--- src/hw/rtl/rational_arithmetic_unit_assert.svh ---
// Assertion macros used by the rational arithmetic unit top level.
`ifndef RATIONAL_ARITHMETIC_UNIT_ASSERT_SVH
`define RATIONAL_ARITHMETIC_UNIT_ASSERT_SVH

// Condition that must hold at every clock edge out of reset.
`define RAU_ASSERT_ALWAYS(lbl, cond, msg) \
  lbl: assert property (@(posedge clk) disable iff (!rst_n) (cond)) else $error(msg);

// Implication checked at every clock edge out of reset.
`define RAU_ASSERT_IMPL(lbl, ante, cons, msg) \
  lbl: assert property (@(posedge clk) disable iff (!rst_n) (ante) |-> (cons)) else $error(msg);

`endif

--- src/hw/rtl/rau_pkg.sv ---
// Types, codes and constants of the rational arithmetic unit.
package rau_pkg;

  localparam int RAU_OPW    = 32;  // default operand width
  localparam int RAU_PW     = 64;  // product / gcd datapath width
  localparam int RAU_QDEPTH = 2;   // front-to-back queue depth

  // opcodes
  localparam logic [2:0] OP_ADD  = 3'd0;
  localparam logic [2:0] OP_SUB  = 3'd1;
  localparam logic [2:0] OP_MUL  = 3'd2;
  localparam logic [2:0] OP_DIV  = 3'd3;
  localparam logic [2:0] OP_CMP  = 3'd4;
  localparam logic [2:0] OP_NORM = 3'd5;

  // status codes
  localparam logic [1:0] ST_OK   = 2'd0;
  localparam logic [1:0] ST_ZDEN = 2'd1;
  localparam logic [1:0] ST_DIVZ = 2'd2;
  localparam logic [1:0] ST_OVF  = 2'd3;

  typedef struct packed {
    logic [2:0]         opcode;
    logic signed [31:0] a_num;
    logic signed [31:0] a_den;
    logic signed [31:0] b_num;
    logic signed [31:0] b_den;
  } rau_in_t;

  typedef struct packed {
    logic signed [63:0] res_num;
    logic [62:0]        res_den;
    logic               greater;
    logic               equal;
    logic [1:0]         status;
  } rau_out_t;

  // Classified job handed from front to back.
  typedef struct packed {
    logic              direct;   // result is final, no reduction needed
    logic [1:0]        status;
    logic              greater;
    logic              equal;
    logic              neg;
    logic [RAU_PW-1:0] nm;
    logic [RAU_PW-1:0] dm;
  } rau_job_t;

  typedef enum logic [1:0] {
    FR_IDLE, FR_MUL, FR_COMB, FR_PUSH
  } rau_fr_state_t;

  typedef enum logic [2:0] {
    BK_IDLE, BK_TWO, BK_GCD, BK_DIV, BK_CHECK, BK_DONE
  } rau_bk_state_t;

endpackage

--- src/hw/rtl/rau_back.sv ---
// Back end: binary gcd, exact division by the gcd, range check, result register.
module rau_back (
  input  logic              clk,
  input  logic              rst_n,
  input  logic              job_valid,
  output logic              job_ready,
  input  rau_pkg::rau_job_t job,
  output logic              out_empty,
  input  logic              out_pop,
  output rau_pkg::rau_out_t out_data
);
  import rau_pkg::*;

  localparam int PW   = RAU_PW;
  localparam int CntW = $clog2(RAU_PW);

  rau_bk_state_t   state_r, state_nxt;
  logic [PW-1:0]   x_r, y_r, g_r;
  logic [PW-1:0]   nm_r, dm_r, nq_r, dq_r, nrem_r, drem_r;
  logic [CntW-1:0] k_r, cnt_r;
  logic            neg_r;
  rau_out_t        res_r, out_r;
  logic            ovalid_r;

  logic          load_out;
  logic [PW:0]   nt, dt;
  logic          nbit, dbit;
  logic          neg2, ovf;
  logic [PW-1:0] min_mag;

  // one restoring division step for numerator and denominator
  always_comb begin
    nt   = {nrem_r, nq_r[PW-1]};
    dt   = {drem_r, dq_r[PW-1]};
    nbit = (nt >= {1'b0, g_r});
    dbit = (dt >= {1'b0, g_r});
  end

  // range check of the reduced fraction
  assign min_mag = {1'b1, {(PW-1){1'b0}}};
  assign neg2    = neg_r && (nq_r != '0);
  assign ovf     = dq_r[PW-1] || (!neg2 && nq_r[PW-1]) || (neg2 && nq_r > min_mag);

  // control
  always_comb begin
    state_nxt = state_r;
    job_ready = 1'b0;
    load_out  = 1'b0;
    unique case (state_r)
      BK_IDLE: begin
        job_ready = 1'b1;
        if (job_valid) state_nxt = job.direct ? BK_DONE : BK_TWO;
      end
      BK_TWO: begin
        if (x_r == '0 || x_r[0] || y_r[0]) state_nxt = BK_GCD;
      end
      BK_GCD:   if (x_r == '0) state_nxt = BK_DIV;
      BK_DIV:   if (cnt_r == CntW'(PW - 1)) state_nxt = BK_CHECK;
      BK_CHECK: state_nxt = BK_DONE;
      BK_DONE: begin
        if (!ovalid_r || out_pop) begin
          load_out  = 1'b1;
          state_nxt = BK_IDLE;
        end
      end
      default: state_nxt = BK_IDLE;
    endcase
  end

  always_ff @(posedge clk) begin
    if (!rst_n) begin
      state_r  <= BK_IDLE;
      ovalid_r <= 1'b0;
    end else begin
      state_r <= state_nxt;
      if (load_out) ovalid_r <= 1'b1;
      else if (out_pop) ovalid_r <= 1'b0;
    end
  end

  // datapath
  always_ff @(posedge clk) begin
    case (state_r)
      BK_IDLE: begin
        if (job_valid) begin
          x_r   <= job.nm;
          y_r   <= job.dm;
          nm_r  <= job.nm;
          dm_r  <= job.dm;
          neg_r <= job.neg;
          k_r   <= '0;
          res_r <= '{res_num: '0, res_den: '0, greater: job.greater,
                     equal: job.equal, status: job.status};
        end
      end
      BK_TWO: begin
        // strip common factors of two
        if (x_r != '0 && !x_r[0] && !y_r[0]) begin
          x_r <= x_r >> 1;
          y_r <= y_r >> 1;
          k_r <= k_r + 1'b1;
        end
      end
      BK_GCD: begin
        if (x_r == '0) begin
          g_r    <= y_r << k_r;
          cnt_r  <= '0;
          nq_r   <= nm_r;
          dq_r   <= dm_r;
          nrem_r <= '0;
          drem_r <= '0;
        end else if (!x_r[0]) begin
          x_r <= x_r >> 1;
        end else if (!y_r[0]) begin
          y_r <= y_r >> 1;
        end else if (x_r >= y_r) begin
          x_r <= (x_r - y_r) >> 1;
        end else begin
          y_r <= (y_r - x_r) >> 1;
        end
      end
      BK_DIV: begin
        nrem_r <= nbit ? PW'(nt - {1'b0, g_r}) : PW'(nt);
        drem_r <= dbit ? PW'(dt - {1'b0, g_r}) : PW'(dt);
        nq_r   <= {nq_r[PW-2:0], nbit};
        dq_r   <= {dq_r[PW-2:0], dbit};
        cnt_r  <= cnt_r + 1'b1;
      end
      BK_CHECK: begin
        if (ovf) begin
          res_r.status <= ST_OVF;
        end else begin
          res_r.res_num <= neg2 ? $signed(~nq_r + 1'b1) : $signed(nq_r);
          res_r.res_den <= dq_r[62:0];
        end
      end
      default: ;
    endcase
    if (load_out) out_r <= res_r;
  end

  assign out_empty = !ovalid_r;
  assign out_data  = out_r;

endmodule

--- config.mk ---
export PLATFORM = sky130hd
export DESIGN_NAME = rau_back
export DESIGN_NICKNAME = d
export VERILOG_FILES = /design/src/hw/rtl/rational_arithmetic_unit_assert.svh /design/src/hw/rtl/rau_pkg.sv /design/src/hw/rtl/rau_back.sv
export SDC_FILE = /design/constraint.sdc
export NUM_CORES = 2
export LEC_CHECK = 0
export BUFFER_PORTS_ARGS = -buffer_cell sky130_fd_sc_hd__clkbuf_2
export CELL_PAD_IN_SITES_DETAIL_PLACEMENT = 0
export CELL_PAD_IN_SITES_GLOBAL_PLACEMENT = 1
export CORE_MARGIN = 2
export CORE_UTILIZATION = 53
export CTS_CLUSTER_SIZE = 16
export DETAILED_ROUTE_END_ITERATION = 16
export PLACE_DENSITY = 0.93
export SLEW_MARGIN = 15
export SYNTH_ARGS = -nofsm -noshare
export SYNTH_HDL_FRONTEND = slang
export SYNTH_SLANG_ARGS = --single-unit
--- constraint.sdc ---
create_clock -name clk -period 13.09 [get_ports clk]
set_clock_uncertainty 0.05 [all_clocks]
set_input_delay 0.6545 -clock clk [delete_from_list [all_inputs] [get_ports clk]]
set_output_delay 0.6545 -clock clk [all_outputs]
set_load 0.02 [all_outputs]
==> results.yml <==
setup_path:
  critical_path_required_ps: 13410
  critPathBufInv: 3
  cp_slowest_stage_delay_ps: 1250
  startpoint: "nq_r[63]$_DFFE_PP_"
  critPathTopFamily: "compound AO/OA/AOI/OAI gates"
  path_max_fanout: 58
  crit_end: "nrem_r[17]$_SDFFCE_PN0P_"
  timing.rr.end: "nrem_r[17]$_SDFFCE_PN0P_"
  r2r_setup_slack_ps: 6970
  end_kind: "flop"
  path_depth: 15
  critPathLaunchType: "flop"
  rr_startpoint: "nq_r[63]$_DFFE_PP_"
  criticalPathCategory: "flop to flop"
  arrival_ps: 6450
  r2r_cells: 15
  cp_slowest_cell: "a2111oi_0"
  worstPathCellList: "inv_1 -> ha_1 -> nor2b_1 -> o2111ai_1 -> a21oi_1 -> o21ai_0 -> a2111oi_0 -> o311ai_1 -> a21oi_1 -> a211oi_1 -> buf_4 -> o21ai_4 -> buf_4 -> mux2i_1 -> nor2_1"
floorplanning:
  core_mm2: 0.0984
  dieHeight_um: 319
  die_w_um: 319
  die_area_mm2: 0.102
  start_util_pct: 53.5
  core.rowCount: 115
  io_pins: 271
clock_tree:
  clk_pin_slew_ps: 70
  cts_resized: 0
  cts.htree.levels: 3
  clockBufferDepth: 3
  cts_root_buf: "clkbuf_16"
  cts-hold-fix-buffers: 0
  cts_tree: "done"
  cts_made_buffers: 92
  post_cts_buffers: 0
  cts_num_sinks: 855
  worstSkewPairLatency_ps: 710
final_layout:
  syn_to_final_growth_pct: 10.2
  fillers: 8320
  multi_input_area_mm2: 0.0249
  nNetsFinal: 5787
  drive_gt1_share_pct: 10.3
  fin_util_pct: 58.9
  seq_area_mm2: 0.0256
power_and_ir_drop:
  power_frac_seq_pct: 31.1
  share_comb_of_total_power_pct: 51.1
  leakage_nw: 23.2
  swShare_pct: 46.2
  cellPowerDensity_mw_per_mm2: 261
  p_int_w: 0.00814
  vdd_drop_max_mv: 0.179
  switchingPower_w: 0.00699
  pwr-share-clk_pct: 17.7
yosys:
  ys_seq_area_share_pct: 48.7
  synthArstFlopShare_pct: 0
  synth_cells: 5264
  postSynthAreaPerCell_um2: 9.99
  synth_ff_type: "edfxtp_1"
  netlist_area_mm2: 0.0526
  ys_seq_elements: 855
  postSynthNetCount: 5665
  synth_edf_count: 851
  ys.warnings.count: 0
  synth_cell_types: 88
routing:
  wl_per_cell_um: 26.3
  wl_met2_um: 73400
  drt-pass1-iter-count: 6
  ant_nets: 0
  met1_length_um: 74100
  drt_first_iter_violations: 6360
  dr.max_layer_used: "met5"
  wirelength_um: 178000
  dr_total_vias: 43191
  wl_met3_um: 24200
  route.detailed.drc: 0
  vias_per_cell: 6.39
timing:
  tightestPinTransition_ps: 1440
  setup_viol: 0
  grt_setup_unrepaired: "no"
  relSlewSlack_pct: 1.84
  hold_viol: 0
  drv_slew: 0
  min_period_over_period_pct: 46.8
  fmax_mhz: 163
  setup_tns_ps: 0
  finalCriticalPeriod_ps: 6120
grt:
  grt_pass1_vias: 39668
  track_usage_pct: 34.1
  antenna_found_initial: 21
  grt_max_degree: 104
  grt_overflow: 0
  grt_pass1_wl_um: 260000
placement:
  gp_congestion: 1.02
  hpwl_um: 135000
  io_buffer_count: 270
worst_hold_path:
  min_path_type: "input port to flop"
status:
  outcome: "finished with violations"
  violations: "max-capacitance violations"
job:
  maxCapViolations: 1
-- through the flow --
| stage | std cells | total power (W) | cell area [um2] | worst slack [ps] | hold WS (ps) |
|---|---|---|---|---|---|
| global placement | 6579 | 0.0122 | 54900 | 7280 | 351 |
| CTS | 6746 | 0.0149 | 57900 | 7150 | 39.4 |
| floorplan | 5264 | 0.00970 | 52600 | 5970 | 350 |
| global route | 6746 | 0.0158 | 57900 | 6960 | 60.5 |
| finish | 6759 | 0.0151 | 58000 | 6970 | 81.9 |
| detailed placement | 6579 | 0.0122 | 54900 | 7200 | 355 |
-- logic make-up (layout without fill, tap and decap cells) --
family / count (synthesis) / in the layout / synth area share [%]
flip-flops: 855 / 855 / 48.7
other: 0 / 13 / 0
AND/OR/NAND/NOR: 1688 / 1688 / 14.2
AO/OA/AOI/OAI: 1416 / 1416 / 17.0
multiplexers: 189 / 189 / 4.68
adder cells (fa/ha/maj): 263 / 263 / 6.31
buffers and inverters: 561 / 756 / 4.15
XOR/XNOR: 292 / 292 / 4.86
-- Yosys cell counts (all sizes together), types with 8 or more instances --
master / n / area [um2]
or4: 11 / 90.1
nor3b: 8 / 60.1
nor4: 25 / 156
nor3: 57 / 290
a21oi: 391 / 1960
o21ai: 342 / 1710
o41ai: 11 / 119
and2: 93 / 582
or2: 23 / 144
nand3: 66 / 335
or3: 41 / 262
mux2i: 138 / 1380
ha: 259 / 3240
a211oi: 48 / 360
a2111oi: 8 / 70.1
nand2: 745 / 2800
a221o: 9 / 90.1
o211ai: 17 / 128
edfxtp: 851 / 25600
o21a: 37 / 278
a21o: 130 / 976
xor2: 127 / 1110
a31oi: 47 / 294
mux4: 45 / 1010
buf: 47 / 255
o31ai: 43 / 348
o21bai: 71 / 533
clkbuf: 239 / 897
nor2b: 27 / 169
nor2: 467 / 1760
and4: 12 / 105
o22ai: 30 / 188
nand4: 55 / 344
a21boi: 21 / 158
a22oi: 119 / 893
inv: 273 / 1020
xnor2: 165 / 1450
a311oi: 8 / 70.1
a221oi: 11 / 96.3
and3: 23 / 144
nand2b: 20 / 133
-- registers in the layout, summed over array words and instances (netlist names), 6 cells and up --
register  cells
res_r       131
drem_r       64
dq_r         64
dm_r         64
nq_r         64
nrem_r       64
x_r          64
nm_r         64
out_data    131
k_r           6
cnt_r         6
y_r          64
g_r          64
-- placed cells by master (no fill, tap or decap), drive strengths merged, types with 11 or more instances in the layout --
master	synthesis	routed
or3	41	41
a21boi	21	21
a221oi	11	11
or2	23	23
a21oi	391	391
o21ai	342	342
and4	12	12
o21bai	71	71
diode	0	13
or4	11	11
nor2	467	467
o22ai	30	30
a21o	130	130
clkbuf	239	384
o31ai	43	43
and3	23	23
nand3	66	66
xor2	127	127
o21a	37	37
a211oi	48	48
nor4	25	25
a31oi	47	47
and2	93	93
clkinv	2	37
mux2i	138	138
o211ai	17	17
xnor2	165	165
inv	273	276
nand2b	20	20
mux4	45	45
o41ai	11	11
nor2b	27	27
a22oi	119	119
nand2	745	745
nand4	55	55
buf	47	44
ha	259	259
nor3	57	57
edfxtp	851	851
-- worst min-delay path by stage --
stage | from | end | slack, ps | cells past startpoint
floorplan | res_r[0]$_SDFFCE_PP1P_ | out_data[0]$_DFFE_PP_ | 350 | 0
global placement | res_r[3]$_DFFE_PP_ | out_data[3]$_DFFE_PP_ | 350 | 0
detailed placement | res_r[13]$_DFFE_PP_ | out_data[13]$_DFFE_PP_ | 350 | 0
CTS | job[129] | res_r[2]$_DFFE_PP_ | 40 | 1
global route | job[129] | res_r[2]$_DFFE_PP_ | 60 | 1
finish | job[129] | res_r[2]$_DFFE_PP_ | 80 | 1
-- final cells by class --
cell class              count  share of cell area (%)
clock inverters            53                    1.14
diodes                     13                  0.0561
repair buffers            314                    2.90
inverters                 275                    1.78
well taps                1287                    2.78
clock buffers             114                    4.15
flip-flops and latches    855                    44.2
multi-input cells        3848                    43.0
-- power groups by stage --
stage / sequential [W] / clock (W) / combinational [W]
4_1_cts: 0.00467 / 0.00271 / 0.00750
5_1_grt: 0.00473 / 0.00281 / 0.00830
3_5_place_dp: 0.00472 / 0 / 0.00746
3_3_place_gp: 0.00468 / 0 / 0.00747
2_1_floorplan: 0.00448 / 0 / 0.00522
6_report: 0.00471 / 0.00268 / 0.00774
-- metal layers --
| layer | vias up | track usage [%] |
|---|---|---|
| met5 | - | 0 |
| met4 | 22 | 11.7 |
| met3 | 313 | 11.0 |
| met2 | 2605 | 48.0 |
| met1 | 20800 | 49.5 |
| li1 | 19451 | - |
Power figures use the tool's default switching activity.
