File: src/hw/rtl/rational_arithmetic_unit_assert.svh
// Assertion macros used by the rational arithmetic unit top level.
`ifndef RATIONAL_ARITHMETIC_UNIT_ASSERT_SVH
`define RATIONAL_ARITHMETIC_UNIT_ASSERT_SVH

// Condition that must hold at every clock edge out of reset.
`define RAU_ASSERT_ALWAYS(lbl, cond, msg) \
  lbl: assert property (@(posedge clk) disable iff (!rst_n) (cond)) else $error(msg);

// Implication checked at every clock edge out of reset.
`define RAU_ASSERT_IMPL(lbl, ante, cons, msg) \
  lbl: assert property (@(posedge clk) disable iff (!rst_n) (ante) |-> (cons)) else $error(msg);

`endif

File: src/hw/rtl/rau_pkg.sv
// Types, codes and constants of the rational arithmetic unit.
package rau_pkg;

  localparam int RAU_OPW    = 32;  // default operand width
  localparam int RAU_PW     = 64;  // product / gcd datapath width
  localparam int RAU_QDEPTH = 2;   // front-to-back queue depth

  // opcodes
  localparam logic [2:0] OP_ADD  = 3'd0;
  localparam logic [2:0] OP_SUB  = 3'd1;
  localparam logic [2:0] OP_MUL  = 3'd2;
  localparam logic [2:0] OP_DIV  = 3'd3;
  localparam logic [2:0] OP_CMP  = 3'd4;
  localparam logic [2:0] OP_NORM = 3'd5;

  // status codes
  localparam logic [1:0] ST_OK   = 2'd0;
  localparam logic [1:0] ST_ZDEN = 2'd1;
  localparam logic [1:0] ST_DIVZ = 2'd2;
  localparam logic [1:0] ST_OVF  = 2'd3;

  typedef struct packed {
    logic [2:0]         opcode;
    logic signed [31:0] a_num;
    logic signed [31:0] a_den;
    logic signed [31:0] b_num;
    logic signed [31:0] b_den;
  } rau_in_t;

  typedef struct packed {
    logic signed [63:0] res_num;
    logic [62:0]        res_den;
    logic               greater;
    logic               equal;
    logic [1:0]         status;
  } rau_out_t;

  // Classified job handed from front to back.
  typedef struct packed {
    logic              direct;   // result is final, no reduction needed
    logic [1:0]        status;
    logic              greater;
    logic              equal;
    logic              neg;
    logic [RAU_PW-1:0] nm;
    logic [RAU_PW-1:0] dm;
  } rau_job_t;

  typedef enum logic [1:0] {
    FR_IDLE, FR_MUL, FR_COMB, FR_PUSH
  } rau_fr_state_t;

  typedef enum logic [2:0] {
    BK_IDLE, BK_TWO, BK_GCD, BK_DIV, BK_CHECK, BK_DONE
  } rau_bk_state_t;

endpackage

File: src/hw/rtl/rau_front.sv
// Front end: accepts a beat, forms cross products, classifies the job.
module rau_front #(
  parameter int OPERAND_WIDTH = rau_pkg::RAU_OPW
) (
  input  logic              clk,
  input  logic              rst_n,
  input  logic              in_push,
  output logic              in_full,
  input  rau_pkg::rau_in_t  in_data,
  output logic              job_valid,
  input  logic              job_ready,
  output rau_pkg::rau_job_t job
);
  import rau_pkg::*;

  localparam int W  = OPERAND_WIDTH;
  localparam int W2 = 2 * OPERAND_WIDTH;

  rau_fr_state_t state_r, state_nxt;
  logic [2:0]    op_r;
  logic [W-1:0]  an_r, ad_r, bn_r, bd_r;
  logic          sa_r, sb_r;
  logic [1:0]    mcnt_r;
  logic [W2-1:0] p0_r, p1_r, p2_r;
  rau_job_t      job_r, job_nxt;

  logic [W-1:0]  an_v, ad_v, bn_v, bd_v;
  logic [W-1:0]  an_m, ad_m, bn_m, bd_m;
  logic [W-1:0]  mx, my, one_w;
  logic [W2-1:0] prod;
  logic          accept;

  // operand magnitudes, sign taken from bit W-1
  always_comb begin
    an_v = in_data.a_num[W-1:0];
    ad_v = in_data.a_den[W-1:0];
    bn_v = in_data.b_num[W-1:0];
    bd_v = in_data.b_den[W-1:0];
    an_m = an_v[W-1] ? (~an_v + 1'b1) : an_v;
    ad_m = ad_v[W-1] ? (~ad_v + 1'b1) : ad_v;
    bn_m = bn_v[W-1] ? (~bn_v + 1'b1) : bn_v;
    bd_m = bd_v[W-1] ? (~bd_v + 1'b1) : bd_v;
  end

  // shared multiplier, one product per cycle
  assign one_w = W'(1);
  always_comb begin
    case (mcnt_r)
      2'd0: begin
        mx = an_r;
        my = (op_r == OP_MUL) ? bn_r : ((op_r == OP_NORM) ? one_w : bd_r);
      end
      2'd1: begin
        mx = ad_r;
        my = (op_r == OP_DIV) ? bn_r : ((op_r == OP_NORM) ? one_w : bd_r);
      end
      default: begin
        mx = bn_r;
        my = ad_r;
      end
    endcase
  end
  assign prod = W2'(mx) * W2'(my);

  // classification and sum / compare
  logic          sq, same, pge;
  logic [W2-1:0] sum;
  logic          sneg;
  logic [W2:0]   lval, rval;
  always_comb begin
    sq   = (op_r == OP_SUB) ? !sb_r : sb_r;
    same = (sa_r == sq);
    pge  = (p0_r >= p2_r);
    if (same) begin
      sum  = p0_r + p2_r;
      sneg = sa_r;
    end else if (pge) begin
      sum  = p0_r - p2_r;
      sneg = sa_r;
    end else begin
      sum  = p2_r - p0_r;
      sneg = sq;
    end
    lval = sa_r ? (~{1'b0, p0_r} + 1'b1) : {1'b0, p0_r};
    rval = sb_r ? (~{1'b0, p2_r} + 1'b1) : {1'b0, p2_r};

    job_nxt         = '0;
    job_nxt.dm      = RAU_PW'(p1_r);
    job_nxt.status  = ST_OK;
    if (op_r > OP_NORM) begin
      job_nxt.direct = 1'b1;
    end else if (ad_r == '0 || (op_r != OP_NORM && bd_r == '0)) begin
      job_nxt.direct = 1'b1;
      job_nxt.status = ST_ZDEN;
      job_nxt.dm     = '0;
    end else if (op_r == OP_DIV && bn_r == '0) begin
      job_nxt.direct = 1'b1;
      job_nxt.status = ST_DIVZ;
      job_nxt.dm     = '0;
    end else if (op_r == OP_CMP) begin
      job_nxt.direct  = 1'b1;
      job_nxt.dm      = '0;
      job_nxt.greater = ($signed(lval) > $signed(rval));
      job_nxt.equal   = (lval == rval);
    end else if (op_r == OP_ADD || op_r == OP_SUB) begin
      job_nxt.nm  = RAU_PW'(sum);
      job_nxt.neg = sneg;
    end else begin
      job_nxt.nm  = RAU_PW'(p0_r);
      job_nxt.neg = (op_r == OP_NORM) ? sa_r : (sa_r ^ sb_r);
    end
  end

  // control
  always_comb begin
    state_nxt = state_r;
    in_full   = 1'b1;
    job_valid = 1'b0;
    unique case (state_r)
      FR_IDLE: begin
        in_full = 1'b0;
        if (in_push) state_nxt = FR_MUL;
      end
      FR_MUL:  if (mcnt_r == 2'd2) state_nxt = FR_COMB;
      FR_COMB: state_nxt = FR_PUSH;
      FR_PUSH: begin
        job_valid = 1'b1;
        if (job_ready) state_nxt = FR_IDLE;
      end
      default: state_nxt = FR_IDLE;
    endcase
  end
  assign accept = in_push && !in_full;
  assign job    = job_r;

  always_ff @(posedge clk) begin
    if (!rst_n) begin
      state_r <= FR_IDLE;
      mcnt_r  <= '0;
    end else begin
      state_r <= state_nxt;
      if (accept) mcnt_r <= '0;
      else if (state_r == FR_MUL) mcnt_r <= mcnt_r + 2'd1;
    end
  end

  // datapath registers
  always_ff @(posedge clk) begin
    if (accept) begin
      op_r <= in_data.opcode;
      an_r <= an_m;
      ad_r <= ad_m;
      bn_r <= bn_m;
      bd_r <= bd_m;
      sa_r <= an_v[W-1] ^ ad_v[W-1];
      sb_r <= bn_v[W-1] ^ bd_v[W-1];
    end
    if (state_r == FR_MUL) begin
      case (mcnt_r)
        2'd0:    p0_r <= prod;
        2'd1:    p1_r <= prod;
        default: p2_r <= prod;
      endcase
    end
    if (state_r == FR_COMB) job_r <= job_nxt;
  end

endmodule

File: config.mk
export PLATFORM = sky130hd
export DESIGN_NAME = rau_front
export DESIGN_NICKNAME = d
export VERILOG_FILES = /design/src/hw/rtl/rational_arithmetic_unit_assert.svh /design/src/hw/rtl/rau_pkg.sv /design/src/hw/rtl/rau_front.sv
export SDC_FILE = /design/constraint.sdc
export NUM_CORES = 2
export LEC_CHECK = 0
export ABC_AREA = 0
export BUFFER_PORTS_ARGS = -buffer_cell sky130_fd_sc_hd__buf_2
export CORE_MARGIN = 10
export CORE_UTILIZATION = 40
export DETAILED_ROUTE_END_ITERATION = 8
export GPL_ROUTABILITY_DRIVEN = 1
export SLEW_MARGIN = 0
export SYNTH_ARGS = -nofsm -noshare
export SYNTH_HDL_FRONTEND = slang
export SYNTH_SLANG_ARGS = --single-unit
File: constraint.sdc
create_clock -name clk -period 9.9 [get_ports clk]
set_input_delay 1.485 -clock clk [delete_from_list [all_inputs] [get_ports clk]]
set_output_delay 1.485 -clock clk [all_outputs]
set_load 0.02 [all_outputs]
==> qor.txt <==
YOSYS
--------------------------------------------------------------------------------------
Total number of yosys warnings                                                       0
Number of nets in the synthesized netlist                                        8,988
Number of enable-type register cells in the synthesized netlist                    459
Post-synthesis cell count                                                        7,423
Synthesized area per cell                                                    9.00 um^2
Main flop type after synthesis                                            sky130_fd_sc_hd__edfxtp_1
Sequential cell area fraction in the yosys report                                0.208
Fraction of registers with async set/reset                                           0
Post-synthesis register bit count                                                  463
Post-Syn Area                                                              66,800 um^2
Number of unique standard cell types used by synthesis                              84

PLACEMENT
--------------------------------------------------------------------------------------
Pre-CTS worst setup slack                                                    -0.108 ns
Number of port buffers                                                             270
Routability congestion estimate from global placement                             1.03
Post-DP HPWL                                                                223,000 um

GLOBAL ROUTING
--------------------------------------------------------------------------------------
Via count of the first global-routing pass                                      59,653
First-pass GRT wire length                                                  397,000 um
Gr usage total                                                                   0.287
Initial antenna violation count                                                     14
Largest net degree at the start of global routing                                   84
Residual overflow from global routing                                                0

WORST SETUP PATH
--------------------------------------------------------------------------------------
Critical Path Max Stage Delay                                                  0.56 ns
Largest fanout of any net on the critical path                                       9
Critical Path Sink Type                                                           flop
Cell with the most instances on the worst path                            sky130_fd_sc_hd__fa_1
Required time at the worst-slack endpoint                                     10.34 ns
Critical Setup Path Class                                                 flop to flop
Data arrival, critical path                                                   10.14 ns
Library cell contributing the largest single delay on the critical path   sky130_fd_sc_hd__fa_1
Worst reg-to-reg path cell count                                                    35
Startpoint type of the worst setup path                                           flop

STA
--------------------------------------------------------------------------------------
Ratio of final minimum period to clock period                                    0.980
Final-report setup violation count                                                   0
Worst hold slack                                                              0.519 ns
Tightest slew margin relative to the limit                                      0.0469
Worst setup skew after layout                                                0.0511 ns
Final period demand of the worst path                                          9.70 ns
Final setup margin                                                            0.197 ns
Final TNS setup                                                                   0 ns
Maximum clock rate                                                           0.103 GHz
Final Hold Vio Count                                                                 0
Slew at the pin closest to its max-slew limit                                  1.42 ns
Final Slew Violations                                                                0

CTS
--------------------------------------------------------------------------------------
Maximum level of the CTS H-tree                                                      2
Clock latency reported for the late side of the worst-skew pair                0.68 ns
Root Driver                                                               sky130_fd_sc_hd__clkbuf_16
Clock transition at path regs                                                  0.06 ns
TritonCTS Buffers                                                                   54
Bufs on Longest Clock Path                                                           3
CTS tree                                                                         built
Number of sinks on the clock net                                                   463

MIN PATH
--------------------------------------------------------------------------------------
Cell depth of the worst min-delay path                                               1
Hold crit path type                                                       flop to flop

FINISH
--------------------------------------------------------------------------------------
Most common cell after layout, fill and taps aside                        sky130_fd_sc_hd__inv_1
Share of the core filled with cells                                              0.452
Layout overhead on the synthesized area                                          12.0%
Nets@finish                                                                      9,275
Leading cell types in the layout, fill and taps excluded                  sky130_fd_sc_hd__inv_1, sky130_fd_sc_hd__fa_1, sky130_fd_sc_hd__nor2_1
Proportion of layout cells with a drive suffix above 1                           0.107

DETAILED ROUTING
--------------------------------------------------------------------------------------
Count of vias placed by the detailed router                                     57,436
Routed wire length                                                          271,000 um
Routed len/inst                                                                27.3 um
Number of detailed-routing iterations run before antenna repair                      9
Number of remaining DRC errors                                                       0
Violation count after the first detailed-route iteration                         5,528
Remaining number of nets flagged by the antenna check after routing                  0
Via/cell ratio                                                                    5.77

FLOORPLAN
--------------------------------------------------------------------------------------
DIE HEIGHT                                                                      429 um
Die area                                                                  184,000 um^2
Horizontal die dimension                                                        429 um
Initial Utilization                                                              0.404
Top-Level Pins                                                                     271
Core Area                                                                 165,000 um^2
Number of standard-cell rows in the floorplan                                      149

RUN
--------------------------------------------------------------------------------------
Number of max-cap violations                                                         0

OUTCOME
--------------------------------------------------------------------------------------
Outcome                                                                   complete, no violations

[routing by layer]
metal | vias up | wire (um) | GRT usage | part of all wire
met1 | 28949 | 104000 | 0.346 | 0.38
met2 | 2624 | 129000 | 0.486 | 0.47
met3 | 700 | 18600 | 0.0430 | 0.068
met4 | 4 | 20300 | 0.167 | 0.075
li1 | 25159 | - | - | -
met5 | - | 29 | 0 | 0.00011
[sequential cells by signal (all words and copies together) (netlist names)]
register,count
op_r,3
an_r,32
p2_r,64
job,134
bd_r,32
mcnt_r,2
sa_r,1
p1_r,64
ad_r,32
p0_r,64
state_r,2
sb_r,1
bn_r,32
[worst max-delay path, delay by kind of cell (launching register included)]
family                     cells  cell delay [ns]
and+or+nand+nor                5             0.98
adders and majority gates     10             4.50
buffers and inverters          9             1.44
AOI/OAI and AO/OA             10             2.02
DFF                            1             0.36
xor gates and xnor gates       1             0.13
[cells by family after synthesis]
| logic type | share of synthesized area |
|---|---|
| compound gates | 0.138 |
| buf+inv | 0.0824 |
| xor+xnor | 0.0460 |
| mux | 0.00551 |
| simple gates | 0.151 |
| fa+ha+maj | 0.369 |
| flops | 0.208 |
[cell usage after synthesis, types with 46 or more instances]
| cell type | n | area, um^2 |
|---|---|---|
| sky130_fd_sc_hd__inv_1 | 1081 | 4060 |
| sky130_fd_sc_hd__nand2b_1 | 51 | 319 |
| sky130_fd_sc_hd__and2_1 | 46 | 288 |
| sky130_fd_sc_hd__clkbuf_1 | 359 | 1350 |
| sky130_fd_sc_hd__ha_1 | 531 | 6640 |
| sky130_fd_sc_hd__edfxtp_1 | 459 | 13800 |
| sky130_fd_sc_hd__nand4_1 | 87 | 544 |
| sky130_fd_sc_hd__a21o_1 | 138 | 1040 |
| sky130_fd_sc_hd__o31ai_1 | 108 | 811 |
| sky130_fd_sc_hd__nor2_1 | 826 | 3100 |
| sky130_fd_sc_hd__o21ai_0 | 266 | 1330 |
| sky130_fd_sc_hd__or3_1 | 61 | 382 |
| sky130_fd_sc_hd__nand2_1 | 775 | 2910 |
| sky130_fd_sc_hd__nor4_1 | 56 | 350 |
| sky130_fd_sc_hd__nand3_1 | 66 | 330 |
| sky130_fd_sc_hd__nor2b_1 | 104 | 651 |
| sky130_fd_sc_hd__fa_1 | 899 | 18000 |
| sky130_fd_sc_hd__o21bai_1 | 70 | 526 |
| sky130_fd_sc_hd__nor3_1 | 74 | 370 |
| sky130_fd_sc_hd__a21oi_1 | 425 | 2130 |
| sky130_fd_sc_hd__xnor2_1 | 316 | 2770 |
[per-stage QoR]
step / instance area (um^2) / std cells
after floorplan: 66800 / 7423
after global placement: 72600 / 9828
after detailed placement: 72600 / 9828
after CTS: 74400 / 9928
after global routing: 74800 / 9943
final: 74800 / 9946
[final cells by class]
class,instances,area (um^2)
fillers,16121,90600
multi-input cells,5497,47800
flip-flops and latches,463,13900
repair buffers,610,4490
inverters,1084,4070
well taps,2189,2740
clock buffers,66,1430
clock inverters,33,367
diodes,4,10.0
[worst paths after layout]
| check | slack (ns) | end | startpoint |
|---|---|---|---|
| min reg2reg | 0.52 | job[6] | p1_r[6] |
| min | 0.52 | job[6] | p1_r[6] |
| max | 0.20 | p2_r[63] | mcnt_r[1] |
| max reg2reg | 0.20 | p2_r[63] | mcnt_r[1] |
[what timing repair did]
item / in CTS / in global routing
setup endpoints to repair: 27 / 48
hold buffers: 0 / 0
pin swaps: 0 / 12
cloned: 0 / 4
buffers inserted: 1 / 10
resized for setup: 2 / 60
endpoints found under the hold margin: 0 / 0
Power is not shown: default switching activity piles up to over one toggle a cycle in this logic, so the estimate is an artifact.
