### config.mk
export PLATFORM = sky130hd
export DESIGN_NAME = rau_queue
export DESIGN_NICKNAME = d
export VERILOG_FILES = /design/src/hw/rtl/rational_arithmetic_unit_assert.svh /design/src/hw/rtl/rau_pkg.sv /design/src/hw/rtl/rau_queue.sv
export SDC_FILE = /design/constraint.sdc
export NUM_CORES = 1
export LEC_CHECK = 0
export BUFFER_PORTS_ARGS = -buffer_cell sky130_fd_sc_hd__buf_4
export CAP_MARGIN = 20
export CORE_ASPECT_RATIO = 2
export CORE_MARGIN = 4
export CORE_UTILIZATION = 45
export DETAILED_ROUTE_END_ITERATION = 6
export PLACE_DENSITY = 0.74
export SYNTH_ARGS = -nofsm -noshare
export SYNTH_HDL_FRONTEND = slang
export SYNTH_SLANG_ARGS = --single-unit
export TNS_END_PERCENT = 10
### constraint.sdc
create_clock -name clk -period 7.3 [get_ports clk]
set_input_delay 0.73 -clock clk [delete_from_list [all_inputs] [get_ports clk]]
set_output_delay 0.73 -clock clk [all_outputs]
set_load 0.05 [all_outputs]
### src/hw/rtl/rational_arithmetic_unit_assert.svh
// Assertion macros used by the rational arithmetic unit top level.
`ifndef RATIONAL_ARITHMETIC_UNIT_ASSERT_SVH
`define RATIONAL_ARITHMETIC_UNIT_ASSERT_SVH

// Condition that must hold at every clock edge out of reset.
`define RAU_ASSERT_ALWAYS(lbl, cond, msg) \
  lbl: assert property (@(posedge clk) disable iff (!rst_n) (cond)) else $error(msg);

// Implication checked at every clock edge out of reset.
`define RAU_ASSERT_IMPL(lbl, ante, cons, msg) \
  lbl: assert property (@(posedge clk) disable iff (!rst_n) (ante) |-> (cons)) else $error(msg);

`endif

### src/hw/rtl/rau_pkg.sv
// Types, codes and constants of the rational arithmetic unit.
package rau_pkg;

  localparam int RAU_OPW    = 32;  // default operand width
  localparam int RAU_PW     = 64;  // product / gcd datapath width
  localparam int RAU_QDEPTH = 2;   // front-to-back queue depth

  // opcodes
  localparam logic [2:0] OP_ADD  = 3'd0;
  localparam logic [2:0] OP_SUB  = 3'd1;
  localparam logic [2:0] OP_MUL  = 3'd2;
  localparam logic [2:0] OP_DIV  = 3'd3;
  localparam logic [2:0] OP_CMP  = 3'd4;
  localparam logic [2:0] OP_NORM = 3'd5;

  // status codes
  localparam logic [1:0] ST_OK   = 2'd0;
  localparam logic [1:0] ST_ZDEN = 2'd1;
  localparam logic [1:0] ST_DIVZ = 2'd2;
  localparam logic [1:0] ST_OVF  = 2'd3;

  typedef struct packed {
    logic [2:0]         opcode;
    logic signed [31:0] a_num;
    logic signed [31:0] a_den;
    logic signed [31:0] b_num;
    logic signed [31:0] b_den;
  } rau_in_t;

  typedef struct packed {
    logic signed [63:0] res_num;
    logic [62:0]        res_den;
    logic               greater;
    logic               equal;
    logic [1:0]         status;
  } rau_out_t;

  // Classified job handed from front to back.
  typedef struct packed {
    logic              direct;   // result is final, no reduction needed
    logic [1:0]        status;
    logic              greater;
    logic              equal;
    logic              neg;
    logic [RAU_PW-1:0] nm;
    logic [RAU_PW-1:0] dm;
  } rau_job_t;

  typedef enum logic [1:0] {
    FR_IDLE, FR_MUL, FR_COMB, FR_PUSH
  } rau_fr_state_t;

  typedef enum logic [2:0] {
    BK_IDLE, BK_TWO, BK_GCD, BK_DIV, BK_CHECK, BK_DONE
  } rau_bk_state_t;

endpackage

### src/hw/rtl/rau_queue.sv
// Short job queue between front and back ends.
module rau_queue (
  input  logic              clk,
  input  logic              rst_n,
  input  logic              push,
  output logic              full,
  input  rau_pkg::rau_job_t wdata,
  input  logic              pop,
  output logic              empty,
  output rau_pkg::rau_job_t rdata
);
  import rau_pkg::*;

  localparam int PtrW = (RAU_QDEPTH > 1) ? $clog2(RAU_QDEPTH) : 1;
  localparam int CntW = $clog2(RAU_QDEPTH + 1);

  rau_job_t        mem_r [RAU_QDEPTH];
  logic [PtrW-1:0] wr_ptr_r, rd_ptr_r;
  logic [CntW-1:0] cnt_r;
  logic            do_push, do_pop;

  assign full    = (cnt_r == CntW'(RAU_QDEPTH));
  assign empty   = (cnt_r == '0);
  assign do_push = push && !full;
  assign do_pop  = pop && !empty;
  assign rdata   = mem_r[rd_ptr_r];

  // pointers and fill count
  always_ff @(posedge clk) begin
    if (!rst_n) begin
      wr_ptr_r <= '0;
      rd_ptr_r <= '0;
      cnt_r    <= '0;
    end else begin
      if (do_push) begin
        wr_ptr_r <= (wr_ptr_r == PtrW'(RAU_QDEPTH - 1)) ? '0 : wr_ptr_r + 1'b1;
      end
      if (do_pop) begin
        rd_ptr_r <= (rd_ptr_r == PtrW'(RAU_QDEPTH - 1)) ? '0 : rd_ptr_r + 1'b1;
      end
      if (do_push && !do_pop) cnt_r <= cnt_r + 1'b1;
      else if (do_pop && !do_push) cnt_r <= cnt_r - 1'b1;
    end
  end

  // storage
  always_ff @(posedge clk) begin
    if (do_push) mem_r[wr_ptr_r] <= wdata;
  end

endmodule

==> flow_summary_export.csv, run 1 <==
group,metric,value,unit
grt,use_met1,15.4,%
grt,grt_pass1_wl,30.7,mm
die,num_rows,77,
sta,slew_headroom,35.8,%
final_layout,final-seq-area,8150,sq um
detailed_routing,antenna_left,0,
setup_path,cp_slowest_cell,"buf_4",
final_layout,syn_to_final_growth,30.9,%
grt,grt_pass1_vias,5637,
sta,finalCritPeriodShare,44.2,%
logic_synthesis,ys_ff_latch,273,
logic_synthesis,syn_area_per_cell,22.9,sq um
detailed_routing,wl,21.0,mm
sta,hold_violations,0,
logic_synthesis,synth_nets,581,
final_layout,post-route-util,59.9,%
setup_path,start_kind,"flip-flop",
grt,grt_busiest_layer,"met2",
clocking,post-cts-setup-buffers,0,
min_path,min-delay-path-class,"input port to flip-flop",
sta,tightest_slew,963,ps
die,dieArea,25100,sq um
clocking,postCtsHoldBufs,0,
pwr,p_leak,5.04,nW
logic_synthesis,netlist_instances,442,
detailed_routing,wire_per_inst,20.6,microns
grt,grt_remaining_overflow,0,
clocking,clk_latency,500,ps
setup_path,cp.required,6570,ps
setup_path,crit_type,"flip-flop to primary output",
grt,grt_antenna_before_repair,4,
sta,clock.fmax,310,MHz
logic_synthesis,ys_types,21,
grt,grt_use_met2,31.4,%
placed_design,place_congestion,0.770,
logic_synthesis,synth_area,10100,sq um
die,dieHeight,220,microns
sta,setup_violations,0,
detailed_routing,vias,5130,
grt,grt_max_degree,89,
placed_design,port_buffers,273,
setup_path,cp_slowest_stage_delay,770,ps
clocking,cts_resized,0,
setup_path,cpMostUsedCell,"buf_4",
final_layout,diodes,0,
sta,fin_crit,3230,ps
sta,fin_worst_skew,7.50,ps
detailed_routing,vias_per_cell,5.01,
final_layout,drive_above_1_share,60.4,%
die,core-area,22200,sq um
clocking,cts_root_buffer,"clkbuf_16",
run_status,outcome,"complete, no violations",
setup_path,worstPathCellList,"buf_4 > mux2_2 > buf_4",
clocking,numCtsBuffers,23,
setup_path,critPathCaptureType,"primary output",
detailed_routing,dr.pass1.iters,4,
sta,finalMaxSlewViolations,0,
die,ioPinCount,274,
final_layout,multi_input_area,1870,sq um
detailed_routing,drc,0,
sta,rsz0062_at_grt,"no",
clocking,clock_path_buffers,3,
placed_design,dp_hpwl,14.8,mm
clocking,cts_tree,"done",
job,drv_cap,0,
clocking,cts_sinks,273,
setup_path,cp.arrival,2500,ps
final_layout,fillers,1657,
clocking,htreeDepth,1,
pwr,vdd.ir_drop.worst,0.000350,V
logic_synthesis,synth_seq_area_share,80.3,%
detailed_routing,drtIter0Drc,246,
logic_synthesis,yosysWarnings,0,
final_layout,nets,871,
die,die_w,114,microns
grt,grt_use_met3,4.54,%
clocking,clk_pin_slew,70,ps
setup_path,critPathMaxFanout,62,
die,start_util,45.8,%
grt,grt_usage,16.2,%
sta,totalNegativeSetupSlack,0,ps
pwr,pwr_density_cell,401,nW/um^2
per-stage QoR:
| stage | hold WS [ps] | power [mW] | worst slack [ps] | std cells | area, sq um |
|---|---|---|---|---|---|
| finish | 408 | 5.32 | 4070 | 1023 | 13300 |
| global route | 381 | 5.52 | 3960 | 1023 | 13300 |
| CTS | 382 | 5.38 | 4000 | 1021 | 13200 |
| detailed placement | 538 | 4.15 | 4170 | 981 | 12500 |
| global placement | 497 | 4.11 | 4260 | 981 | 12500 |
| floorplan | 483 | 3.60 | 724 | 442 | 10100 |
cells in the final DEF, fill, tap and decap left out:
master     Yosys  layout
mux2_4        60      60
nor3_4         0       1
ha_1           1       1
clkinv_2       0       7
nor2_1         2       2
bufinv_16      0       4
clkbuf_16      0      23
or3_1          1       1
clkbuf_1       0       2
o21ai_0        1       1
edfxtp_1     268     268
dfxtp_4        0       1
o21a_1         1       1
buf_16         0       2
a21boi_0       1       1
xnor2_1        2       2
dfxtp_1        5       4
buf_4          0     278
nand2b_1       1       1
and3_4         0       1
mux2_2        74      74
and2_1         3       3
inv_1          2       2
o21ai_1        1       1
xor2_1         1       1
clkinv_1       0       4
a21boi_1       1       1
final timing paths:
| kind | from | to | slack (ps) | depth (start not counted) |
|---|---|---|---|---|
| min | wdata[14] | mem_r[1][14] | 410 | 1 |
| max | flip-flop | rdata[117] | 4070 | 3 |
| min reg2reg | cnt_r[1] | cnt_r[1] | 540 | 2 |
| max reg2reg | cnt_r[0] | mem_r[0][77] | 4690 | 6 |
worst max-delay path: cells and delay by family (launching register included):
kind     cells  cell delay [ps]
buf+inv      2              960
flops        1              510
mux          1              430
synthesized netlist by cell type:
cell type  count  area, sq um
nand2b_1       1         6.26
xnor2_1        2         17.5
a21boi_1       1         7.51
o21a_1         1         7.51
o21ai_0        1         5.00
dfxtp_1        5          100
inv_1          2         7.51
or3_1          1         6.26
buf_6          8         90.1
a21boi_0       1         7.51
nor3_2         1         10.0
mux2_2        74          833
xor2_1         1         8.76
ha_1           1         12.5
o21ai_1        1         5.00
and3_1         1         6.26
and2_1         3         18.8
nor2_1         2         7.51
mux2_4        60          901
edfxtp_1     268         8050
buf_2          7         35.0
sequential cells by signal, summed over array words and instances (netlist names), named ones only:
name and flops:
cnt_r 2, mem_r 268, rd_ptr_r 1, wr_ptr_r 1
metal layers:
metal,part of all wire [%],vias up
li1,-,2328
met1,31,2539
met2,58,207
met3,7.1,50
met4,3.8,6
met5,0.25,-
cell type report:
type / instances / area share [%]
well taps: 276 / 2.60
multi-input cells: 152 / 14.1
inverters: 2 / 0.0566
clock buffers: 25 / 4.39
clock inverters: 15 / 1.28
repair buffers: 280 / 16.1
flip-flops and latches: 273 / 61.4
report_power, final:
| part | internal [mW] | leakage, nW | switching (mW) |
|---|---|---|---|
| clock network | 0.716 | 0.376 | 0.507 |
| logic | 0.715 | 2.12 | 1.35 |
| registers | 1.97 | 2.54 | 0.0645 |
cell families after synthesis:
family / after synthesis / share of synthesized area [%]
AO/OA/AOI/OAI: 5 / 0.321
XOR/XNOR: 3 / 0.259
adder cells (fa/ha/maj): 1 / 0.123
buffers and inverters: 17 / 1.31
flip-flops: 273 / 80.3
multiplexers: 134 / 17.1
AND/OR/NAND/NOR: 9 / 0.543
(Power assumes the default switching activity.)
==> inputs of run 2 (changes only) <==
clock period = 3.25 ns   (was 7.3 ns; I/O delays follow)
==> run 2 against run 1 <==
Compared with the run above:
- clock power grew 130%
- critical path depth unchanged
- die area did not move
- critical endpoint is now rdata[2]
- largest power group unchanged
==> flow_summary_export.csv, run 2 (same netlist as run 1, synthesis figures left out) <==
group,metric,value,unit
final_layout,largest_register,"mem_r",
sta,finalCritPeriodShare,81.6,%
final_layout,syn_to_final_growth,44.6,%
grt,grt_pass1_wl,34.3,mm
job,drv_cap,0,
die,die_w,114,microns
clocking,clock_path_buffers,3,
sta,fin_crit,2650,ps
clocking,cts_tree,"done",
pwr,p_leak,5.61,nW
setup_path,critPathMaxFanout,31,
sta,rsz0062_at_grt,"no",
pwr,vdd.ir_drop.worst,0.000634,V
detailed_routing,wire_per_inst,20.1,microns
final_layout,largest_reg_flops,268,
sta,clock.fmax,377,MHz
die,start_util,45.8,%
clocking,cts_sinks,273,
clocking,cts_root_buffer,"clkbuf_16",
detailed_routing,drtIter0Drc,228,
setup_path,r2r_start,"cnt_r[0]",
grt,grt_max_degree,99,
final_layout,drive_above_1_share,51.3,%
sta,tightest_slew,819,ps
clocking,clk_pin_slew,60,ps
pwr,pwr_density_cell,829,nW/um^2
die,dieArea,25100,sq um
min_path,min-delay-path-class,"input port to flip-flop",
die,core-area,22200,sq um
setup_path,cp.arrival,2330,ps
grt,grt_antenna_before_repair,3,
min_path,hp-start,"rst_n",
sta,hold_violations,0,
setup_path,start_kind,"flip-flop",
grt,grt_pass1_vias,6344,
clocking,numCtsBuffers,24,
die,ioPinCount,274,
final_layout,fillers,1451,
clocking,clk_latency,510,ps
final_layout,multi_input_area,1870,sq um
sta,hold_ws,54.3,ps
sta,finalMaxSlewViolations,0,
sta,fin_ws,598,ps
final_layout,reg_top3,"mem_r: 268 flops, cnt_r: 2 flops",
sta,setup_violations,0,
die,num_rows,77,
placed_design,dp_hpwl,15.1,mm
placed_design,port_buffers,273,
detailed_routing,wl,23.4,mm
clocking,htreeDepth,1,
detailed_routing,vias,5659,
grt,grt_usage,18.1,%
detailed_routing,drc,0,
run_status,outcome,"complete, no violations",
sta,slew_headroom,45.4,%
pwr,power.total,12.2,mW
placed_design,dpl_worst_slack,1120,ps
sta,fin_worst_skew,11.6,ps
detailed_routing,antenna_left,0,
final_layout,final-seq-area,8150,sq um
die,dieHeight,220,microns
detailed_routing,dr.pass1.iters,4,
final_layout,final_cell_mix,"276 x buf_4, 268 x edfxtp_1, 134 x dlygate4sd3_1, 74 x mux2_2, 60 x mux2_4",
setup_path,cp.required,2920,ps
setup_path,crit_type,"flip-flop to primary output",
setup_path,critPathCaptureType,"primary output",
clocking,post-cts-setup-buffers,0,
grt,grt_remaining_overflow,0,
placed_design,place_congestion,0.763,
final_layout,final_common_cell,"buf_4",
detailed_routing,vias_per_cell,4.86,
final_layout,nets,1007,
[run 2: cell types whose count changed in the layout (fill, tap and decap cells not counted)]
cell / previous run / this run
clkbuf_1: 2 / 3
buf_16: 2 / 0
buf_4: 278 / 276
clkinv_2: 7 / 6
buf_12: 0 / 5
clkinvlp_4: 0 / 3
dlygate4sd3_1: 0 / 134
diode_2: 0 / 4
bufinv_16: 4 / 2
clkbuf_16: 23 / 25
[run 2: timing repair]
item,4_1_cts,5_1_grt
endpoints found under the hold margin,266,2
hold buffers,133,1
setup endpoints to repair,0,0
resized for setup,0,0
[run 2: through the flow]
stage | util [%] | instance area (sq um) | instances | setup TNS [ps]
floorplan | - | 10100 | 442 | -291850
global placement | 56.6 | 12500 | 984 | 0
detailed placement | 56.6 | 12500 | 984 | 0
CTS | 66.1 | 14600 | 1160 | 0
global route | 66.2 | 14700 | 1165 | 0
finish | 66.2 | 14700 | 1165 | 0
[run 2: power by group]
part	switching, mW	internal (mW)
clock network	1.20	1.56
registers	0.203	4.43
logic	3.05	1.72
total	4.45	7.71
[run 2: path summary, 6_finish.rpt]
path                                     end  slack (ps)  depth (start not counted)
worst max-delay path                rdata[2]         600                          3
worst min-delay path                wr_ptr_r          50                          2
worst max register to register  mem_r[1][45]        1240                          3
worst min register to register      cnt_r[1]         560                          2
[run 2: final cells by class]
cell class / instances / share of cell area (%)
multi-input cells: 152 / 12.8
flip-flops and latches: 273 / 55.6
repair buffers: 415 / 24.0
clock inverters: 15 / 0.870
diodes: 4 / 0.0683
well taps: 276 / 2.35
clock buffers: 28 / 4.34
inverters: 2 / 0.0512
[run 2: per-layer routing]
| metal | wire (microns) | global-route usage (%) | part of all wire [%] |
|---|---|---|---|
| met1 | 7390 | 16.8 | 32 |
| met2 | 13700 | 36.5 | 59 |
| met3 | 1230 | 3.20 | 5.2 |
| met4 | 1090 | 8.48 | 4.6 |
| met5 | 0 | 0 | 0 |
[run 2: critical path, cell delays in order, from the launching register on]
cell and delay [ps]:
dfxtp_4 750, buf_4 450, mux2_2 390, buf_4 190
==> inputs of run 3 (changes only) <==
clock period = 2.45 ns   (was 3.25 ns; I/O delays follow)
==> run 3 against run 2 <==
Compared with the run above:
- sequential share of layout area down 0.085 points
- clock power up 40%
- clock skew up 3.9 ps
- hold slack better by 67 ps
- cell count down 0.17%
- total power up 34%
- critical path depth unchanged
- design area up 0.15%
- die area unchanged
- clock-buffer cell count up 1
- setup slack worse by 420 ps
- register-to-register slack worse by 600 ps
- critical path type unchanged
==> flow_summary_export.csv, run 3 (same netlist as run 1, synthesis figures left out) <==
group,metric,value,unit
final_layout,nets,1005,
grt,grt_remaining_overflow,0,
detailed_routing,drc,0,
final_layout,fin_cells,1163,
sta,tightest_slew,629,ps
die,core-area,22200,sq um
final_layout,final_cell_mix,"275 x buf_4, 268 x edfxtp_1, 135 x dlygate4sd3_1, 74 x mux2_2, 60 x mux2_4",
clocking,cts_resized,0,
placed_design,dp.cells,982,
clocking,numCtsBuffers,23,
placed_design,dp_hpwl,14.6,mm
final_layout,fillers,1458,
grt,grt_usage,18.2,%
sta,slew_headroom,58.0,%
sta,finalCritPeriodShare,92.6,%
setup_path,crit_type,"flip-flop to primary output",
setup_path,critPathMaxFanout,92,
die,start_util,45.8,%
final_layout,drive_above_1_share,51.0,%
pwr,swShare,35.9,%
detailed_routing,wl,23.5,mm
final_layout,largest_register,"mem_r",
final_layout,multi_input_area,1870,sq um
setup_path,critPathCaptureType,"primary output",
setup_path,cp_slowest_stage_delay,470,ps
detailed_routing,drtIter0Drc,200,
sta,fin_worst_skew,15.6,ps
clocking,cts_tree,"done",
pwr,p_seq_share,37.1,%
sta,rsz0062_at_grt,"no",
pwr,pwr_density_cell,1110,nW/um^2
final_layout,final-seq-area,8150,sq um
setup_path,cp.arrival,2020,ps
pwr,vdd.ir_drop.worst,0.000956,V
setup_path,start_kind,"flip-flop",
detailed_routing,antenna_left,0,
pwr,p_int,10.5,mW
placed_design,place_congestion,0.775,
clocking,htreeDepth,1,
detailed_routing,wire_per_inst,20.2,microns
placed_design,port_buffers,273,
grt,grt_antenna_before_repair,2,
sta,clock.fmax,441,MHz
pwr,pwr-share-comb,39.2,%
sta,hold_violations,0,
min_path,min-delay-path-class,"input port to flip-flop",
grt,grt_pass1_vias,6458,
detailed_routing,dr.pass1.iters,4,
final_layout,reg_top3,"mem_r: 268 flops, cnt_r: 2 flops",
sta,finalMaxSlewViolations,0,
setup_path,worstPathCellList,"buf_12 > mux2_2 > buf_4",
grt,grt_pass1_wl,34.7,mm
final_layout,syn_to_final_growth,44.8,%
sta,hold_ws,121,ps
clocking,clk_pin_slew,70,ps
die,ioPinCount,274,
sta,fin_crit,2270,ps
die,num_rows,77,
detailed_routing,vias,5720,
final_layout,largest_reg_flops,268,
sta,setup_violations,0,
pwr,p_sw,5.85,mW
setup_path,cp_slowest_cell,"buf_12",
clocking,cts_root_buffer,"clkbuf_16",
detailed_routing,vias_per_cell,4.92,
clocking,clock_path_buffers,3,
final_layout,final_common_cell,"buf_4",
die,dieArea,25100,sq um
pwr,clock_power_share,23.7,%
clocking,clk_latency,510,ps
grt,grt_max_degree,93,
setup_path,cp.required,2200,ps
die,dieHeight,220,microns
pwr,p_leak,5.62,nW
job,drv_cap,0,
die,die_w,114,microns
clocking,cts_sinks,273,
run_status,outcome,"complete, no violations",
==> run 3: cell count changes in the layout (fill, tap and decap cells not counted), moves of 2 or more <==
cell / before / now
clkbuf_16: 25 / 23
clkbuf_8: 0 / 2
clkinvlp_4: 3 / 1
clkinv_2: 6 / 3
bufinv_16: 2 / 5
==> run 3: power by group through the flow <==
stage | Sequential (mW) | Combinational (mW) | Clock (mW)
global route | 6.09 | 6.64 | 4.18
floorplan | 6.14 | 4.56 | 0
CTS | 6.04 | 6.43 | 3.96
finish | 6.04 | 6.40 | 3.86
global placement | 6.10 | 6.16 | 0
detailed placement | 6.14 | 6.23 | 0
==> run 3: metal layers <==
metal	track usage [%]	vias up	part of all wire [%]
met5	0	-	0
met4	8.56	0	3.5
met3	3.75	54	5.5
met2	35.7	222	59
met1	17.6	2840	32
li1	-	2604	-
==> run 3: path summary, 6_finish.rpt <==
kind,cells after the start,from,slack [ps],endpoint
worst max register to register,4,cnt_r[0],640,mem_r[0][108]
worst max-delay path,3,flip-flop,180,rdata[0]
worst min register to register,2,rd_ptr_r,580,flip-flop
worst min-delay path,3,push,120,wr_ptr_r
==> run 3: per-stage QoR <==
step	total power, mW	worst slack (ps)	utilization, %	setup TNS (ps)	instance area [sq um]
floorplan	10.7	-2040	-	-507050	10100
global placement	12.3	718	56.5	0	12500
detailed placement	12.4	687	56.5	0	12500
CTS	16.4	139	66.2	0	14700
global route	16.9	99.1	66.2	0	14700
finish	16.3	180	66.3	0	14700
==> run 3: cell type report <==
cell class | instances | area share [%]
tap | 276 | 2.35
inverter | 2 | 0.0511
clock buffer | 29 | 4.21
multi-input combinational | 152 | 12.7
antenna | 5 | 0.0852
timing repair buffer | 414 | 23.8
sequential | 273 | 55.5
clock inverter | 12 | 1.25
==> run 3: critical path, delay by kind of cell, from the launching register on <==
kind / cells / cell delay, ps
multiplexers: 1 / 430
flip-flops: 1 / 360
buffers and inverters: 2 / 670
==> run 3: repair_timing <==
| item | CTS | global route |
|---|---|---|
| endpoints found under the hold margin | 272 | 0 |
| hold buffers | 135 | 0 |
| buffers inserted | 0 | 0 |
